### src/sv/wshr_pkg.sv
// ----------------------------------------------------------------------------
// wshr_pkg: shared types for the weighted stress Hessian row streamer
// Operation codes and the command and status words between the controller
// and the datapath.
// ----------------------------------------------------------------------------
`default_nettype none

package wshr_pkg;

	localparam int FRAC_BITS_DEF = 16;

	// datapath operations
	typedef enum logic [3:0] {
		OP_NONE,
		OP_LOAD,
		OP_SELF,
		OP_PREP,
		OP_DSTEP,
		OP_DNEXT,
		OP_MAC,
		OP_TERM,
		OP_PAIR,
		OP_DIAG
	} op_t;

	typedef struct packed {
		op_t        op;
		logic [1:0] mac_idx;
	} cmd_t;

	typedef struct packed {
		logic self_pair;
		logic row_end;
		logic zero_dist;
		logic out_free;
	} status_t;

endpackage

`default_nettype wire

### src/sv/wshr_ctrl.sv
// ----------------------------------------------------------------------------
// wshr_ctrl: sequencer for one pair word
// Steps the datapath through capture, three serial divides, the partial
// product accumulation and the result emission.
// ----------------------------------------------------------------------------
`default_nettype none

module wshr_ctrl import wshr_pkg::*; #(
	parameter int FRAC_BITS = FRAC_BITS_DEF
) (
	input  wire logic    clk,
	input  wire logic    arst_n,
	input  wire logic    in_valid,
	output logic         in_stall,
	input  wire status_t status,
	output cmd_t         cmd
);

	localparam int DW    = 62 + FRAC_BITS;
	localparam int CNT_W = $clog2(DW + 1);
	localparam logic [CNT_W-1:0] CNT_LAST = CNT_W'(DW - 1);

	typedef enum logic [3:0] {
		S_IDLE,
		S_DISP,
		S_SELF,
		S_PREP,
		S_DIV,
		S_DNEXT,
		S_MAC,
		S_TERM,
		S_PAIR,
		S_DIAG
	} state_t;

	state_t           state_q;
	logic [CNT_W-1:0] cnt_q;
	logic [1:0]       div_idx_q;
	logic [1:0]       mac_q;

	assign in_stall = (state_q != S_IDLE);

	// command decode from state
	always_comb begin
		cmd.mac_idx = mac_q;
		case (state_q)
			S_IDLE:  cmd.op = in_valid ? OP_LOAD : OP_NONE;
			S_SELF:  cmd.op = OP_SELF;
			S_PREP:  cmd.op = OP_PREP;
			S_DIV:   cmd.op = OP_DSTEP;
			S_DNEXT: cmd.op = OP_DNEXT;
			S_MAC:   cmd.op = OP_MAC;
			S_TERM:  cmd.op = OP_TERM;
			S_PAIR:  cmd.op = status.out_free ? OP_PAIR : OP_NONE;
			S_DIAG:  cmd.op = status.out_free ? OP_DIAG : OP_NONE;
			default: cmd.op = OP_NONE;
		endcase
	end

	// state and counters
	always_ff @(posedge clk or negedge arst_n) begin
		if (!arst_n) begin
			state_q   <= S_IDLE;
			cnt_q     <= '0;
			div_idx_q <= '0;
			mac_q     <= '0;
		end else begin
			case (state_q)
				S_IDLE: begin
					if (in_valid) state_q <= S_DISP;
				end
				S_DISP: begin
					if (status.self_pair) state_q <= S_SELF;
					else if (status.zero_dist) state_q <= S_TERM;
					else state_q <= S_PREP;
				end
				S_SELF: begin
					state_q <= status.row_end ? S_DIAG : S_IDLE;
				end
				S_PREP: begin
					cnt_q     <= '0;
					div_idx_q <= '0;
					state_q   <= S_DIV;
				end
				S_DIV: begin
					cnt_q <= cnt_q + 1'b1;
					if (cnt_q == CNT_LAST) state_q <= S_DNEXT;
				end
				S_DNEXT: begin
					cnt_q <= '0;
					mac_q <= '0;
					if (div_idx_q == 2'd2) begin
						state_q <= S_MAC;
					end else begin
						div_idx_q <= div_idx_q + 1'b1;
						state_q   <= S_DIV;
					end
				end
				S_MAC: begin
					mac_q <= mac_q + 1'b1;
					if (mac_q == 2'd3) state_q <= S_TERM;
				end
				S_TERM: begin
					state_q <= S_PAIR;
				end
				S_PAIR: begin
					if (status.out_free) state_q <= status.row_end ? S_DIAG : S_IDLE;
				end
				S_DIAG: begin
					if (status.out_free) state_q <= S_IDLE;
				end
				default: state_q <= S_IDLE;
			endcase
		end
	end

endmodule

`default_nettype wire

### config.mk
export PLATFORM = sky130hd
export DESIGN_NAME = wshr_ctrl
export DESIGN_NICKNAME = d
export VERILOG_FILES = /design/src/sv/wshr_pkg.sv /design/src/sv/wshr_ctrl.sv
export SDC_FILE = /design/constraint.sdc
export NUM_CORES = 1
export LEC_CHECK = 0
export BUFFER_PORTS_ARGS = -buffer_cell sky130_fd_sc_hd__buf_2
export CAP_MARGIN = 20
export CORE_MARGIN = 5
export CORE_UTILIZATION = 45
export DETAILED_ROUTE_END_ITERATION = 8
export PLACE_DENSITY = 0.65
export RECOVER_POWER = 50
export SETUP_SLACK_MARGIN = 0.1
export SLEW_MARGIN = 0
export SYNTH_ARGS = -nofsm -noshare
export SYNTH_HDL_FRONTEND = slang
export SYNTH_SLANG_ARGS = --single-unit
### constraint.sdc
create_clock -name clk -period 2.7 [get_ports clk]
set_input_delay 0.81 -clock clk [delete_from_list [all_inputs] [get_ports clk]]
set_output_delay 0.81 -clock clk [all_outputs]
set_load 0.01 [all_outputs]
-- After elaboration in Yosys (flattened, before gate mapping)
Cells that the tools add are included.
- add/sub/neg operators: 3
- eq/ne operators: 18
- mux-type cells: 18
- reductions and logical operators: 8
- operators with widths (operator ; number):
    case mux 4 bit (10 select lines) ; 1
    case mux 4 bit (9 select lines) ; 1
    2-to-1 mux 4 bit ; 8
    equality test 4 x 3 -> 1 bit, second input constant ; 4
    case mux 7 bit (2 select lines) ; 1
    != test 2 bit, second input constant ; 6
    equality test 4 x 2 -> 1 bit, second input constant ; 2
    equality test 4 bit, second input constant ; 2
    case mux 2 bit (2 select lines) ; 2
    adder 7 x 1 -> 7 bit, second input constant ; 1
    equality test 7 bit, second input constant ; 1
    2-to-1 mux 3 bit ; 2
    nonzero test 2 bit ; 3
    AND reduction 5 bit ; 1
    adder 2 x 1 -> 2 bit, second input constant ; 2
    equality test 2 bit, second input constant ; 2
    equality test 4 x 1 -> 1 bit, second input constant ; 1
    logical NOT 4 bit ; 1
    2-to-1 mux 2 bit ; 2
    nonzero test 4 bit ; 1
    AND reduction 2 bit ; 1
    OR reduction 2 bit ; 1
    2-to-1 mux 1 bit ; 1
- bits in registers: 15
- output and inout bits: 7
- word-level logic and storage cells: 51

-- Longest topological paths before layout
- depth in word-level cells: 3
- mapped depth: 6
- depth with buffers taken out: 6

-- Least setup slack after synthesis
Ideal clock, no wire load.
- path kind: input-to-output
- from: input port status[0] (netlist name)
- to: output port cmd[2] (netlist name)
- data arrival time: 1.210 ns
- setup slack: 0.680 ns
- stages on the path: 3
- path buffers: 0
- cell sequence: and3_1 > a21oi_1 > mux2i_1
- RTL lines (element ; line ; source):
    start: declaration ; wshr_ctrl.sv:15 ; input wire status_t status,
    end: declaration ; wshr_ctrl.sv:16 ; output cmd_t cmd

==> flow_metrics.env <==
export IMPL_core_area_sq_um=2022
export IMPL_drive_above_1_share_pct=21.67
export IMPL_holdCritStartpoint="div_idx_q[1]"
export IMPL_die_width_microns=56.57
export IMPL_synth_top_area_cell="dfrtp_1"
export IMPL_numCtsBuffers=3
export IMPL_finalHoldViolations=0
export IMPL_fin_area_sq_um=1076
export IMPL_dp_cells=143
export IMPL_ys_seq_area_share_pct=38.46
export IMPL_overflow=0
export IMPL_dpl_instance_area_sq_um=1049
export IMPL_clk_latency_ps=280
export IMPL_fin_skew_ps=5.420
export IMPL_grt_max_degree=20
export IMPL_place_port_buffers=13
export IMPL_min_path_type="reg2reg"
export IMPL_area_delta_synth_final_pct=10.26
export IMPL_wl_microns=1863
export IMPL_num_nets_final=132
export IMPL_instances_no_fill=147
export IMPL_clkTransAtPathRegs_ps=90
export IMPL_ys_top_cells_by_count="15 x dfrtp_1, 9 x nand2_1, 6 x a21oi_1, 6 x nand4_1, 6 x o21ai_1"
export IMPL_dr_first_iter_drc_count=9
export IMPL_fin_crit_ps=2319
export IMPL_vias=822
export IMPL_start_kind="register"
export IMPL_cp_slowest_cell="dfrtp_1"
export IMPL_drc=0
export IMPL_yosys_warnings=0
export IMPL_async_flop_share_pct=100.0
export IMPL_ys_flop_type="dfrtp_1"
export IMPL_total_power_mw=0.3624
export IMPL_grt_usage_pct=12.66
export IMPL_r2r_slack_ps=1130
export IMPL_cpPeakStageDelay_ps=640
export IMPL_criticalPathCategory="reg2out"
export IMPL_io_pin_count=14
export IMPL_cellPowerDensity_nw_per_um2=336.8
export IMPL_start_util_pct=48.27
export IMPL_diodes=0
export IMPL_die_area_sq_um=3200
export IMPL_cp_end_kind="output pin"
export IMPL_grt_pass1_vias=760
export IMPL_required_ps=1890
export IMPL_netlist_area_sq_um=975.9
export IMPL_r2r_start="state_q[1]"
export IMPL_fin_ws_ps=381.5
export IMPL_first_pass_iters=5
export IMPL_antenna_found_initial=0
export IMPL_worst_pin_slew_ps=806.6
export IMPL_yosysMostFrequentCell="dfrtp_1"
export IMPL_rsz0062_at_grt="no"
export IMPL_row_count=16
export IMPL_fill_cells=207
export IMPL_status="finished clean"
export IMPL_root_buffer="clkbuf_4"
export IMPL_period_share_pct=85.87
export IMPL_slew_headroom_pct=46.23
export IMPL_whs_ps=506.3
export IMPL_crit_start="state_q[1]"
export IMPL_vias_per_cell=5.592
export IMPL_crit_chain="inv_1 > nor2_1 > buf_2"
export IMPL_crit_fanout=13
export IMPL_htreeDepth=1
export IMPL_grt_pass1_wl_microns=3291
export IMPL_p_leak_nw=0.4834
export IMPL_drv_slew=0
export IMPL_synth_nets=118
export IMPL_fmax_ghz=0.4313
export IMPL_drv_cap=0
export IMPL_irDropWorstVdd_mv=0.2499
export IMPL_synth_seq_cells=15
export IMPL_synth_edf_count=0
export IMPL_arrival_ps=1510
export IMPL_setup_viol=0
export IMPL_cts_sinks=15
export IMPL_die_h_microns=56.57
export IMPL_synth_top_area_share_pct=38.46
export IMPL_syn_inst=107
export IMPL_pre_cts_ws_ps=455.7
export IMPL_clockBufferDepth=2
export IMPL_fin_tns_setup_ps=0
export IMPL_final_util_pct=53.22
export IMPL_avgSynthCellArea_sq_um=9.121
export IMPL_ys_top_cells_by_area="dfrtp_1 38%, ha_1 5.1%, xor2_1 4.5%, nand4_1 3.8%, nand2_1 3.5%"
export IMPL_postRouteAntennaNets=0
export IMPL_netlist_cell_type_count=36
export IMPL_globalplace_congestion=0.7851
export IMPL_dp_hpwl_microns=1408
export IMPL_cts_hold_buf=0
export IMPL_wl_per_cell_microns=12.67
export IMPL_cts_tree="built"
[power by group]
group	internal (mW)	total (mW)	switching, mW	leakage [nW]
clock	0.0549	0.126	0.0713	0.0177
sequential	0.224	0.224	0	0.188
combinational	0.00404	0.0118	0.00772	0.277
total	0.283	0.362	0.0790	0.483
[metal layers]
metal / vias up / routed length, microns / share of wire [%] / global-route usage [%]
met3: 0 / 93 / 5.0 / 3.211
met2: 20 / 850 / 46 / 19.47
met1: 391 / 919 / 49 / 17.23
li1: 411 / - / - / -
met4: 0 / 0 / 0 / 4.068
met5: - / 0 / 0 / 0
[placed cells by master, fill, tap and decap left out, types with 2 or more instances in the layout]
master | netlist | layout
nand2b_1 | 3 | 3
o21ai_1 | 6 | 6
o31ai_1 | 3 | 3
o21ai_0 | 4 | 4
o22ai_1 | 2 | 2
xor2_1 | 5 | 5
nor2_1 | 4 | 4
clkbuf_4 | 0 | 3
nand2_1 | 9 | 9
nand3b_1 | 2 | 2
a21oi_1 | 6 | 6
dfrtp_1 | 15 | 14
ha_1 | 4 | 4
nor2_2 | 5 | 5
nor2b_1 | 2 | 2
and3_1 | 3 | 3
nand4_1 | 6 | 6
inv_1 | 4 | 5
nor4_1 | 3 | 3
buf_2 | 3 | 12
[sequential cells by signal, indices dropped and copies added, names as in the netlist]
signal	cells
cnt_q	7
state_q	4
div_idx_q	2
mac_q	2
[critical path, delay by kind of cell (launching register included)]
kind                   cells  cell delay [ps]
AND/OR/NAND/NOR            1              190
buffers and inverters      2              400
flip-flops                 1              640
[kinds of logic (layout without fill, tap and decap cells)]
group                      count (synthesis)  count (layout)  synth area share [%]
and+or+nand+nor                           42              42                 26.15
AOI/OAI and AO/OA                         27              27                 16.92
DFF                                       15              15                 38.46
buffers and inverters                     11              24                 5.769
xor gates and xnor gates                   6               6                 5.385
adders and majority gates                  4               4                 5.128
muxes                                      2               2                 2.179
[layout make-up]
cell class,instances,area [sq um],area share (%)
Timing Repair Buffer,14,71.32,6.628
Tap cell,27,33.78,3.140
Clock buffer,3,22.52,2.093
Clock inverter,1,5.005,0.4651
Multi-Input combinational cell,81,544.3,50.58
Inverter,6,22.52,2.093
Sequential cell,15,376.6,35.00
[what timing repair did]
| action | CTS | global route |
|---|---|---|
| setup endpoints to repair | 0 | 1 |
| endpoints found under the hold margin | 0 | 0 |
| gates resized for setup | 0 | 1 |
| setup buffers | 0 | 0 |
[path summary, 6_finish.rpt]
path | to | cells past startpoint
worst min-delay path | div_idx_q[1] | 2
worst max-delay path | cmd[3] | 3
min in group asynchronous | cnt_q[3] | 1
worst min register to register | div_idx_q[1] | 2
max in group asynchronous | state_q[0] | 1
worst max register to register | div_idx_q[1] | 4
(Power assumes the default switching activity.)
